$ cat config.mk
export PLATFORM = sky130hd
export DESIGN_NAME = miller_rabin_primality
export DESIGN_NICKNAME = d
export VERILOG_FILES = /design/src/rtl/mrp_pkg.sv /design/src/rtl/miller_rabin_primality.sv /design/src/rtl/mrp_modmul.sv
export SDC_FILE = /design/constraint.sdc
export NUM_CORES = 2
export LEC_CHECK = 0
export ABC_AREA = 0
export BUFFER_PORTS_ARGS = -buffer_cell sky130_fd_sc_hd__buf_4
export CORE_UTILIZATION = 59
export CTS_CLUSTER_SIZE = 10
export DETAILED_ROUTE_END_ITERATION = 8
export GPL_ROUTABILITY_DRIVEN = 0
export HOLD_SLACK_MARGIN = 0.12
export PLACE_DENSITY_LB_ADDON = 0.08
export SYNTH_ARGS = -nofsm -noshare
export SYNTH_HDL_FRONTEND = slang
export SYNTH_HIERARCHICAL = 1
export SYNTH_SLANG_ARGS = --single-unit
$ cat constraint.sdc
create_clock -name clk -period 14.16 [get_ports clk]
set_input_delay 0.708 -clock clk [delete_from_list [all_inputs] [get_ports clk]]
set_output_delay 0.708 -clock clk [all_outputs]
set_load 0.05 [all_outputs]
$ cat src/rtl/mrp_pkg.sv
// shared types and constants for the miller-rabin primality block
package mrp_pkg;

    localparam int VALUE_WIDTH_DEF = 63;
    localparam int ROUNDS_DEF      = 2;
    localparam int FIRST_PRIME     = 2;

    // sequencer states of the top level
    typedef enum logic [3:0] {
        ST_IDLE,
        ST_SPLIT,
        ST_RED_GO,
        ST_RED_WAIT,
        ST_POW_CHECK,
        ST_MUL_GO,
        ST_MUL_WAIT,
        ST_SQR_GO,
        ST_SQR_WAIT,
        ST_TEST,
        ST_SQT_GO,
        ST_SQT_WAIT,
        ST_STEP_TEST,
        ST_RESULT
    } mrp_state_t;

    // operations of the shared modular unit
    typedef enum logic {
        UOP_REDUCE,
        UOP_MUL
    } mrp_uop_t;

    // command word to the modular unit
    typedef struct packed {
        logic     start;
        mrp_uop_t op;
    } mrp_uctrl_t;

endpackage

$ cat src/rtl/miller_rabin_primality.sv
// top level of the miller-rabin primality tester
//
// Tests one candidate word against ROUNDS witness bases and returns one result
// word. The handshake accepts a word only while the block is idle; a result may
// still wait in the output register while the next candidate is taken. Zero,
// one and even candidates, and two, which gives prime, go straight to the
// result state and raise out_valid once the output register is free. Any other
// candidate first strips the factors of two from p-1, then for each base runs a
// reduction of the base mod p, a square-and-multiply over the odd part q with at
// most two modular products per bit of q, and up to k-1 further squarings.
// Every modular product goes through one shared shift-add unit that retires one
// multiplier bit per cycle.
module miller_rabin_primality
    import mrp_pkg::*;
#(
    parameter int VALUE_WIDTH = VALUE_WIDTH_DEF,
    parameter int ROUNDS      = ROUNDS_DEF
)
(
    input  logic                   clk,
    input  logic                   rst_n,
    input  logic                   in_valid,
    output logic                   in_stall,
    input  logic [VALUE_WIDTH-1:0] candidate,
    input  logic [VALUE_WIDTH-1:0] base_first,
    input  logic [VALUE_WIDTH-1:0] base_second,
    output logic                   out_valid,
    input  logic                   out_stall,
    output logic                   is_probable_prime
);

    localparam int W  = VALUE_WIDTH;
    localparam int KW = $clog2(VALUE_WIDTH);

    mrp_state_t    state_reg, state_next;

    logic [W-1:0]  p_reg, p_next;
    logic [W-1:0]  base0_reg, base0_next;
    logic [W-1:0]  base1_reg, base1_next;
    logic [W-1:0]  q_reg, q_next;
    logic [W-1:0]  e_reg, e_next;
    logic [W-1:0]  acc_reg, acc_next;
    logic [W-1:0]  x_reg, x_next;
    logic [KW-1:0] k_reg, k_next;
    logic [KW-1:0] sq_left_reg, sq_left_next;
    logic          round_reg, round_next;
    logic          verdict_reg, verdict_next;
    logic          out_valid_reg, out_valid_next;
    logic          out_prime_reg, out_prime_next;

    mrp_uctrl_t    uctrl;
    logic [W-1:0]  u_a;
    logic [W-1:0]  u_b;
    logic          u_done;
    logic [W-1:0]  u_res;

    logic          in_take;
    logic          out_free;
    logic [W-1:0]  pm1;
    logic          trivial;
    logic          round_last;
    logic          t_is_one;
    logic          t_is_pm1;

    mrp_modmul #(
        .VALUE_WIDTH (VALUE_WIDTH)
    ) u_modmul (
        .clk   (clk),
        .rst_n (rst_n),
        .ctrl  (uctrl),
        .a     (u_a),
        .b     (u_b),
        .m     (p_reg),
        .done  (u_done),
        .res   (u_res)
    );

    // shared status terms
    always_comb
    begin
        in_take    = in_valid && !in_stall;
        out_free   = !out_valid_reg || !out_stall;
        pm1        = p_reg - W'(1);
        trivial    = !candidate[0] || (candidate == W'(1));
        round_last = (round_reg == 1'(ROUNDS - 1));
        t_is_one   = (acc_reg == W'(1));
        t_is_pm1   = (acc_reg == pm1);
    end

    // next state
    always_comb
    begin
        state_next = state_reg;
        case (state_reg)
            ST_IDLE:
            begin
                if (in_take)
                begin
                    state_next = trivial ? ST_RESULT : ST_SPLIT;
                end
            end
            ST_SPLIT:
            begin
                if (q_reg[0])
                begin
                    state_next = ST_RED_GO;
                end
            end
            ST_RED_GO:    state_next = ST_RED_WAIT;
            ST_RED_WAIT:
            begin
                if (u_done)
                begin
                    state_next = ST_POW_CHECK;
                end
            end
            ST_POW_CHECK:
            begin
                if (e_reg == '0)
                begin
                    state_next = ST_TEST;
                end
                else if (e_reg[0])
                begin
                    state_next = ST_MUL_GO;
                end
                else
                begin
                    state_next = ST_SQR_GO;
                end
            end
            ST_MUL_GO:    state_next = ST_MUL_WAIT;
            ST_MUL_WAIT:
            begin
                if (u_done)
                begin
                    state_next = ST_SQR_GO;
                end
            end
            ST_SQR_GO:    state_next = ST_SQR_WAIT;
            ST_SQR_WAIT:
            begin
                if (u_done)
                begin
                    state_next = ST_POW_CHECK;
                end
            end
            ST_TEST:
            begin
                if (t_is_one || t_is_pm1)
                begin
                    state_next = round_last ? ST_RESULT : ST_RED_GO;
                end
                else if (sq_left_reg == '0)
                begin
                    state_next = ST_RESULT;
                end
                else
                begin
                    state_next = ST_SQT_GO;
                end
            end
            ST_SQT_GO:    state_next = ST_SQT_WAIT;
            ST_SQT_WAIT:
            begin
                if (u_done)
                begin
                    state_next = ST_STEP_TEST;
                end
            end
            ST_STEP_TEST:
            begin
                if (t_is_pm1)
                begin
                    state_next = round_last ? ST_RESULT : ST_RED_GO;
                end
                else if (sq_left_reg == '0)
                begin
                    state_next = ST_RESULT;
                end
                else
                begin
                    state_next = ST_SQT_GO;
                end
            end
            ST_RESULT:
            begin
                if (out_free)
                begin
                    state_next = ST_IDLE;
                end
            end
            default:      state_next = ST_IDLE;
        endcase
    end

    // unit commands and handshake outputs
    always_comb
    begin
        uctrl.start = 1'b0;
        uctrl.op    = UOP_MUL;
        u_a         = acc_reg;
        u_b         = acc_reg;
        case (state_reg)
            ST_RED_GO:
            begin
                uctrl.start = 1'b1;
                uctrl.op    = UOP_REDUCE;
                u_a         = round_reg ? base1_reg : base0_reg;
            end
            ST_MUL_GO:
            begin
                uctrl.start = 1'b1;
                u_b         = x_reg;
            end
            ST_SQR_GO:
            begin
                uctrl.start = 1'b1;
                u_a         = x_reg;
                u_b         = x_reg;
            end
            ST_SQT_GO:
            begin
                uctrl.start = 1'b1;
            end
            default:
            begin
                uctrl.start = 1'b0;
            end
        endcase
        in_stall = (state_reg != ST_IDLE);
    end

    // datapath next values
    always_comb
    begin
        p_next         = p_reg;
        base0_next     = base0_reg;
        base1_next     = base1_reg;
        q_next         = q_reg;
        e_next         = e_reg;
        acc_next       = acc_reg;
        x_next         = x_reg;
        k_next         = k_reg;
        sq_left_next   = sq_left_reg;
        round_next     = round_reg;
        verdict_next   = verdict_reg;
        out_valid_next = out_valid_reg && out_stall;
        out_prime_next = out_prime_reg;
        case (state_reg)
            ST_IDLE:
            begin
                if (in_take)
                begin
                    p_next       = candidate;
                    base0_next   = base_first;
                    base1_next   = base_second;
                    q_next       = candidate - W'(1);
                    k_next       = '0;
                    round_next   = 1'b0;
                    verdict_next = (candidate == W'(FIRST_PRIME));
                end
            end
            ST_SPLIT:
            begin
                if (!q_reg[0])
                begin
                    q_next = q_reg >> 1;
                    k_next = k_reg + KW'(1);
                end
            end
            ST_RED_WAIT:
            begin
                if (u_done)
                begin
                    x_next   = u_res;
                    acc_next = W'(1);
                    e_next   = q_reg;
                end
            end
            ST_POW_CHECK:
            begin
                sq_left_next = k_reg - KW'(1);
            end
            ST_MUL_WAIT:
            begin
                if (u_done)
                begin
                    acc_next = u_res;
                end
            end
            ST_SQR_WAIT:
            begin
                if (u_done)
                begin
                    x_next = u_res;
                    e_next = e_reg >> 1;
                end
            end
            ST_TEST:
            begin
                if (t_is_one || t_is_pm1)
                begin
                    verdict_next = 1'b1;
                    round_next   = 1'b1;
                end
                else if (sq_left_reg == '0)
                begin
                    verdict_next = 1'b0;
                end
            end
            ST_SQT_WAIT:
            begin
                if (u_done)
                begin
                    acc_next     = u_res;
                    sq_left_next = sq_left_reg - KW'(1);
                end
            end
            ST_STEP_TEST:
            begin
                if (t_is_pm1)
                begin
                    verdict_next = 1'b1;
                    round_next   = 1'b1;
                end
                else if (sq_left_reg == '0)
                begin
                    verdict_next = 1'b0;
                end
            end
            ST_RESULT:
            begin
                if (out_free)
                begin
                    out_valid_next = 1'b1;
                    out_prime_next = verdict_reg;
                end
            end
            default:
            begin
                verdict_next = verdict_reg;
            end
        endcase
    end

    // control registers
    always_ff @(posedge clk or negedge rst_n)
    begin
        if (!rst_n)
        begin
            state_reg     <= ST_IDLE;
            out_valid_reg <= 1'b0;
        end
        else
        begin
            state_reg     <= state_next;
            out_valid_reg <= out_valid_next;
        end
    end

    // payload registers
    always_ff @(posedge clk)
    begin
        p_reg         <= p_next;
        base0_reg     <= base0_next;
        base1_reg     <= base1_next;
        q_reg         <= q_next;
        e_reg         <= e_next;
        acc_reg       <= acc_next;
        x_reg         <= x_next;
        k_reg         <= k_next;
        sq_left_reg   <= sq_left_next;
        round_reg     <= round_next;
        verdict_reg   <= verdict_next;
        out_prime_reg <= out_prime_next;
    end

    assign out_valid         = out_valid_reg;
    assign is_probable_prime = out_prime_reg;

endmodule

$ cat src/rtl/mrp_modmul.sv
// shared bit-serial modular unit: a mod m, and a*b mod m for a, b below m
module mrp_modmul
    import mrp_pkg::*;
#(
    parameter int VALUE_WIDTH = VALUE_WIDTH_DEF
)
(
    input  logic                   clk,
    input  logic                   rst_n,
    input  mrp_uctrl_t             ctrl,
    input  logic [VALUE_WIDTH-1:0] a,
    input  logic [VALUE_WIDTH-1:0] b,
    input  logic [VALUE_WIDTH-1:0] m,
    output logic                   done,
    output logic [VALUE_WIDTH-1:0] res
);

    localparam int W  = VALUE_WIDTH;
    localparam int CW = $clog2(VALUE_WIDTH + 1);

    logic          busy_reg, busy_next;
    logic          done_reg, done_next;
    mrp_uop_t      op_reg, op_next;
    logic [W-1:0]  acc_reg, acc_next;
    logic [W-1:0]  x_reg, x_next;
    logic [W-1:0]  y_reg, y_next;
    logic [W-1:0]  m_reg, m_next;
    logic [CW-1:0] cnt_reg, cnt_next;

    logic [W:0]    acc_sum;
    logic [W:0]    acc_add;
    logic [W:0]    x_dbl;
    logic [W:0]    x_red;
    logic [W:0]    acc_sh;
    logic [W:0]    acc_shr;

    // compare-subtract paths, each input stays below twice the modulus
    always_comb
    begin
        acc_sum = {1'b0, acc_reg} + {1'b0, x_reg};
        acc_add = (acc_sum >= {1'b0, m_reg}) ? acc_sum - {1'b0, m_reg} : acc_sum;
        x_dbl   = {x_reg, 1'b0};
        x_red   = (x_dbl >= {1'b0, m_reg}) ? x_dbl - {1'b0, m_reg} : x_dbl;
        acc_sh  = {acc_reg, y_reg[W-1]};
        acc_shr = (acc_sh >= {1'b0, m_reg}) ? acc_sh - {1'b0, m_reg} : acc_sh;
    end

    // one multiplier bit or one dividend bit per cycle
    always_comb
    begin
        busy_next = busy_reg;
        done_next = 1'b0;
        op_next   = op_reg;
        acc_next  = acc_reg;
        x_next    = x_reg;
        y_next    = y_reg;
        m_next    = m_reg;
        cnt_next  = cnt_reg;
        if (ctrl.start)
        begin
            busy_next = 1'b1;
            op_next   = ctrl.op;
            acc_next  = '0;
            x_next    = a;
            y_next    = (ctrl.op == UOP_MUL) ? b : a;
            m_next    = m;
            cnt_next  = CW'(W);
        end
        else if (busy_reg)
        begin
            case (op_reg)
                UOP_MUL:
                begin
                    if (y_reg == '0)
                    begin
                        busy_next = 1'b0;
                        done_next = 1'b1;
                    end
                    else
                    begin
                        if (y_reg[0])
                        begin
                            acc_next = acc_add[W-1:0];
                        end
                        x_next = x_red[W-1:0];
                        y_next = y_reg >> 1;
                    end
                end
                UOP_REDUCE:
                begin
                    acc_next = acc_shr[W-1:0];
                    y_next   = y_reg << 1;
                    cnt_next = cnt_reg - CW'(1);
                    if (cnt_reg == CW'(1))
                    begin
                        busy_next = 1'b0;
                        done_next = 1'b1;
                    end
                end
                default:
                begin
                    busy_next = 1'b0;
                end
            endcase
        end
    end

    // control registers
    always_ff @(posedge clk or negedge rst_n)
    begin
        if (!rst_n)
        begin
            busy_reg <= 1'b0;
            done_reg <= 1'b0;
            op_reg   <= UOP_REDUCE;
        end
        else
        begin
            busy_reg <= busy_next;
            done_reg <= done_next;
            op_reg   <= op_next;
        end
    end

    // operand registers
    always_ff @(posedge clk)
    begin
        acc_reg <= acc_next;
        x_reg   <= x_next;
        y_reg   <= y_next;
        m_reg   <= m_next;
        cnt_reg <= cnt_next;
    end

    assign done = done_reg;
    assign res  = acc_reg;

endmodule

Yosys cells after proc, flatten, opt, wreduce, memory -nomap -nowiden:

Cells that the tools add are included.

* bits in registers: 722
* input bits: 193
* output and inout port bits: 3

* add/subtract/negate cells: 10
* $lt $le $gt $ge: 3
* equality and inequality tests: 34
* multiplexer cells: 69
* bitwise logic cells: 1
* reduce and logical (&&, ||, !) cells: 40

Operators by type and width (count)
* two-way mux 63 bit: 21
* one-hot mux 63 bit (2 select lines): 6
* >= comparator 64 x 63 -> 1 bit: 3
* subtractor 63 bit: 3
* equality test 63 x 1 -> 1 bit, second input constant: 2
* zero test 63 bit: 2
* subtractor 63 x 1 -> 63 bit, second input constant: 2
* adder 63 x 63 -> 64 bit: 1
* equality test 63 x 2 -> 1 bit, second input constant: 1
* equality test 63 bit: 1
* one-hot mux 4 bit (13 select lines): 1
* two-way mux 4 bit: 11
* equality test 4 bit, second input constant: 6
* one-hot mux 6 bit (2 select lines): 2
* two-way mux 1 bit: 19
* two-way mux 6 bit: 3
* subtractor 6 x 1 -> 6 bit, second input constant: 3
* equality test 4 x 3 -> 1 bit, second input constant: 4
* inequality test 2 bit, second input constant: 8
* AND reduction 2 bit: 8
* AND reduction 3 bit: 5
* inequality test 2 x 1 -> 1 bit, second input constant: 7
* nonzero test 2 bit: 6
* equality test 4 x 2 -> 1 bit, second input constant: 2
* other kinds (20): 30

Depth between registers and ports, before layout:

* depth after elaboration: 6
* gate-level depth with buffers: 27
* gate-level depth less buffers: 24

Hierarchy:

Netlist, hierarchy kept.

Modules (own cells, without submodules)
* mrp_modmul: times used 1, cells each 3543, area an instance 28451.0 um^2, seq. area each 7131.8 um^2
* miller_rabin_primality: times used 1, cells each 1729, area an instance 22641.7 um^2, seq. area each 13818.3 um^2

Worst setup path before layout:

Ideal clock, no wire load.

* path type: register to register
* start: register state_reg[0]
* end: register u_modmul.x_reg[0] (enable)
* arrival time: 9742 ps
* setup slack: 3847 ps
* cell stages (with the launch flop): 7
* clock period less this slack: 10313 ps
* path through: dfrtp_1 clkbuf_1 o31ai_1 clkinv_1 clkbuf_1 clkbuf_1 o21ai_0

RTL lines
* start: declaration: RTL line miller_rabin_primality.sv:35 `mrp_state_t state_reg, state_next;`
* start signal: assignment: RTL line miller_rabin_primality.sv:357 `state_reg <= state_next;`
* end signal: assignment: RTL line mrp_modmul.sv:129 `x_reg <= x_next;`
* end: declaration: RTL line mrp_modmul.sv:25 `logic [W-1:0] x_reg, x_next;`

Final worst setup path:

* start: register u_modmul.x_reg[0]
* end: register u_modmul.acc_reg[45] (netlist: u_modmul/res[45])

* longest elaborated chain between the ends: 6
* elaborated cells on any way between the ends: 7
* classes of those cells: add/sub: 2; order compare: 1; mux: 4

RTL lines
* adder 63 x 63 -> 64 bit *: RTL line mrp_modmul.sv:40 `acc_sum = {1'b0, acc_reg} + {1'b0, x_reg};`
* subtractor 63 bit or >= comparator 64 x 63 -> 1 bit (tied branches): RTL line mrp_modmul.sv:41 `acc_add = (acc_sum >= {1'b0, m_reg}) ? acc_sum - {1'b0, m_reg} : acc_sum;`
* two-way mux 63 bit *: RTL line mrp_modmul.sv:41
* two-way mux 63 bit *: RTL line mrp_modmul.sv:81 `if (y_reg[0])`
* two-way mux 63 bit *: RTL line mrp_modmul.sv:74 `if (y_reg == '0)`
* one-hot mux 63 bit (2 select lines) *: RTL line mrp_modmul.sv:71 `case (op_reg)`
* end signal: assignment: RTL line mrp_modmul.sv:128 `acc_reg <= acc_next;`
* end: declaration: RTL line mrp_modmul.sv:24 `logic [W-1:0] acc_reg, acc_next;`

Every way passes the cells marked *; elsewhere a longest branch is shown, timed or not. The select of a mux whose other input is x is not followed.
A chain may end at the register's enable or synchronous reset.

==> run_results.csv <==
group,metric,value,unit
die,die_h,296.3,µm
timing,tns,0,ns
layout,finalNetCount,5772,
routing,drtIter0Drc,5677,
worst_setup_path,slowest_stage,"nand2_2",
worst_setup_path,path_max_fanout,40,
layout,final_common_cell,"edfxtp_1",
cts,cts_tree,"built",
layout,fillers,6959,
timing,setup_viol,0,
cts,cts_resized,0,
routing,drc,0,
cts,cts_setup_buffers,0,
routing,vias_per_cell,6.788,
yosys,synth_nets,5729,
routing,routed_wl,169.7,mm
worst_setup_path,crit_chain,"ha_1, fa_1, a21oi_1, o211ai_1, a221oi_1, o2111ai_1, a311oi_2, o21ai_1, a21o_1, a31oi_1, xnor2_1, ha_1, nand2_1, nor4_1, nand4_1, nand3_1, o21ai_1, o41a_2, nand2_2, mux2_2, o211ai_1, nand2_1",
worst_setup_path,worst_path_dominant_cell_family,"compound AO/OA/AOI/OAI gates",
global_route,grt_max_degree,181,
global_route,grt_pass1_wl,250.5,mm
timing,period_share,50.05,%
die,start_util,59.82,%
timing,finalMaxSlewViolations,0,
layout,fin_cells,6501,
worst_setup_path,cp_data_arrival_time,7.63,ns
worst_setup_path,end_kind,"register",
worst_setup_path,critical-path-max-stage-delay,0.71,ns
die,core_area,0.08541,mm²
global_route,grt_pass1_vias,40790,
run,maxCapViolCount,0,
yosys,yosysUniqueCellTypes,124,
routing,ant_nets,0,
cts,cts_buffers,84,
cts,clockBufferDepth,3,
yosys,synth_warnings,6,
worst_setup_path,critical_path_required,14.70,ns
die,die_area,0.08778,mm²
place,dpl.cell_count,6372,
global_route,grt_util_all_layers,38.07,%
yosys,yosysSeqAreaShare,41.00,%
routing,vias,44130,
yosys,synth-main-ff-cell,"edfxtp_1",
layout,area_delta_synth_final,8.845,%
timing,fin_skew,0.03354,ns
die,die_w,296.3,µm
timing,tightest_slew,1.093,ns
yosys,synthCells,5272,
routing,wl_per_cell,26.10,µm
timing,fmax,141.1,MHz
yosys,synthTopCellsByArea,"edfxtp_1, ha_1, a21oi_1",
worst_setup_path,cp_num_buf_inv,0,
place,post-dp-hpwl,129.3,mm
worst_hold_path,hold_path_class,"input pin to register",
cts,root_buffer,"clkbuf_16",
timing,rsz0062_at_grt,"false",
yosys,async_reset_ff_share,1.108,%
status,status,"completed",
cts,clk_latency,0.66,ns
routing,dr.pass1.iters,9,
layout,layout_common_cells,"edfxtp_1, a21oi_1, nand2_1",
yosys,syn-cell-area,0.05109,mm²
global_route,grt-ovfl-total,0,
yosys,synth_top_cell_by_area,"edfxtp_1",
cts,cts_sinks,722,
timing,final.min_clock_period,7.087,ns
die,fp-row-count,107,
cts,cts_htree_levels,3,
layout,drive_above_1_share,10.64,%
yosys,synth_seq_cells,722,
timing,hold_violations,0,
timing,slew_headroom,26.47,%
worst_setup_path,critPathLaunchType,"register",
yosys,postSynthAreaPerCell,9.691,µm²
yosys,yosysTopAreaCellShare,37.91,%
cts,clk_pin_slew,0.06,ns
global_route,grt_antenna_before_repair,1,
yosys,synth_edf_count,645,
die,pin_count,196,
layout,fin_util,65.11,%
worst_setup_path,critical_path_class,"register to register",
place,numPortBuffers,195,
==> Yosys cell counts (16+ instances only) <==
cell	instances
a32o_1	20
buf_2	38
a221o_1	70
clkbuf_1	206
nor2_1	374
a221oi_1	16
or3_1	38
mux2_2	137
nor4_1	98
dfxtp_1	69
o21bai_1	48
and2_1	78
o31ai_1	22
a211oi_1	132
o211ai_1	86
nand3_1	149
mux2i_1	149
ha_1	260
nand4_1	101
nand2_1	390
or4_1	21
edfxtp_1	645
inv_1	179
o21ai_0	254
xnor2_1	215
xor2_1	149
a31oi_1	57
nor2b_1	93
and3_1	37
a21o_1	131
a21oi_1	445
nand2b_1	36
nor3_1	94
o21a_1	61
o21ai_1	23
==> routing by layer <==
layer	track usage, %	wire length (µm)	vias up
met5	0	0	-
met1	53.58	67870	21050
met4	18.34	8891	0
met3	7.697	20530	367
met2	55.99	72390	2534
li1	-	-	20180
==> per-stage QoR <==
stage                     cell area, µm²  setup slack [ns]  hold slack, ns
after floorplan                    51090             3.847          0.4124
after global placement             53220             7.354          0.4859
after detailed placement           53220             7.216          0.4831
after CTS                          55610             7.188          0.2174
after global routing               55610             6.627          0.2184
final                              55610             7.073          0.2337
==> kinds of logic after synthesis <==
family,synth area share [%]
AO/OA/AOI/OAI,20.63
XOR/XNOR,6.240
adder cells (fa/ha/maj),6.524
buffers and inverters,3.715
flip-flops,41.00
multiplexers,5.961
AND/OR/NAND/NOR,15.93
==> path summary, 6_finish.rpt <==
check	start	cells after the start	slack [ns]	to
min in group asynchronous	rst_n	2	0.45	u_modmul/busy_reg$_DFF_PN0_
worst max-delay path	u_modmul/x_reg[0]$_DFFE_PP_	22	7.07	u_modmul/res[45]$_SDFFE_PP0P_
worst max register to register	u_modmul/x_reg[0]$_DFFE_PP_	22	7.07	u_modmul/res[45]$_SDFFE_PP0P_
worst min-delay path	base_first[19]	1	0.23	base0_reg[19]$_DFFE_PP_
worst min register to register	u_modmul/cnt_reg[5]$_SDFFE_PP1P_	2	0.50	u_modmul/cnt_reg[5]$_SDFFE_PP1P_
max in group asynchronous	rst_n	2	13.53	u_modmul/op_reg$_DFFE_PN0P_
==> area by class of cell <==
class                   count  area (µm²)  share of cell area, %
well taps                1144        1431                  2.574
clock buffers             114        2235                  4.018
diodes                      2       5.005               0.008999
inverters                 181       684.4                  1.231
repair buffers            238        1802                  3.240
clock inverters            12       138.9                 0.2497
multi-input cells        4088       28360                  51.00
flip-flops and latches    722       20950                  37.68
==> repair_timing <==
item                                   4_1_cts  5_1_grt
endpoints found under the hold margin        8        0
hold buffers                                 1        0
setup endpoints to repair                    0        0
Power is not shown: default switching activity piles up to over one toggle a cycle in this logic, so the estimate is an artifact.
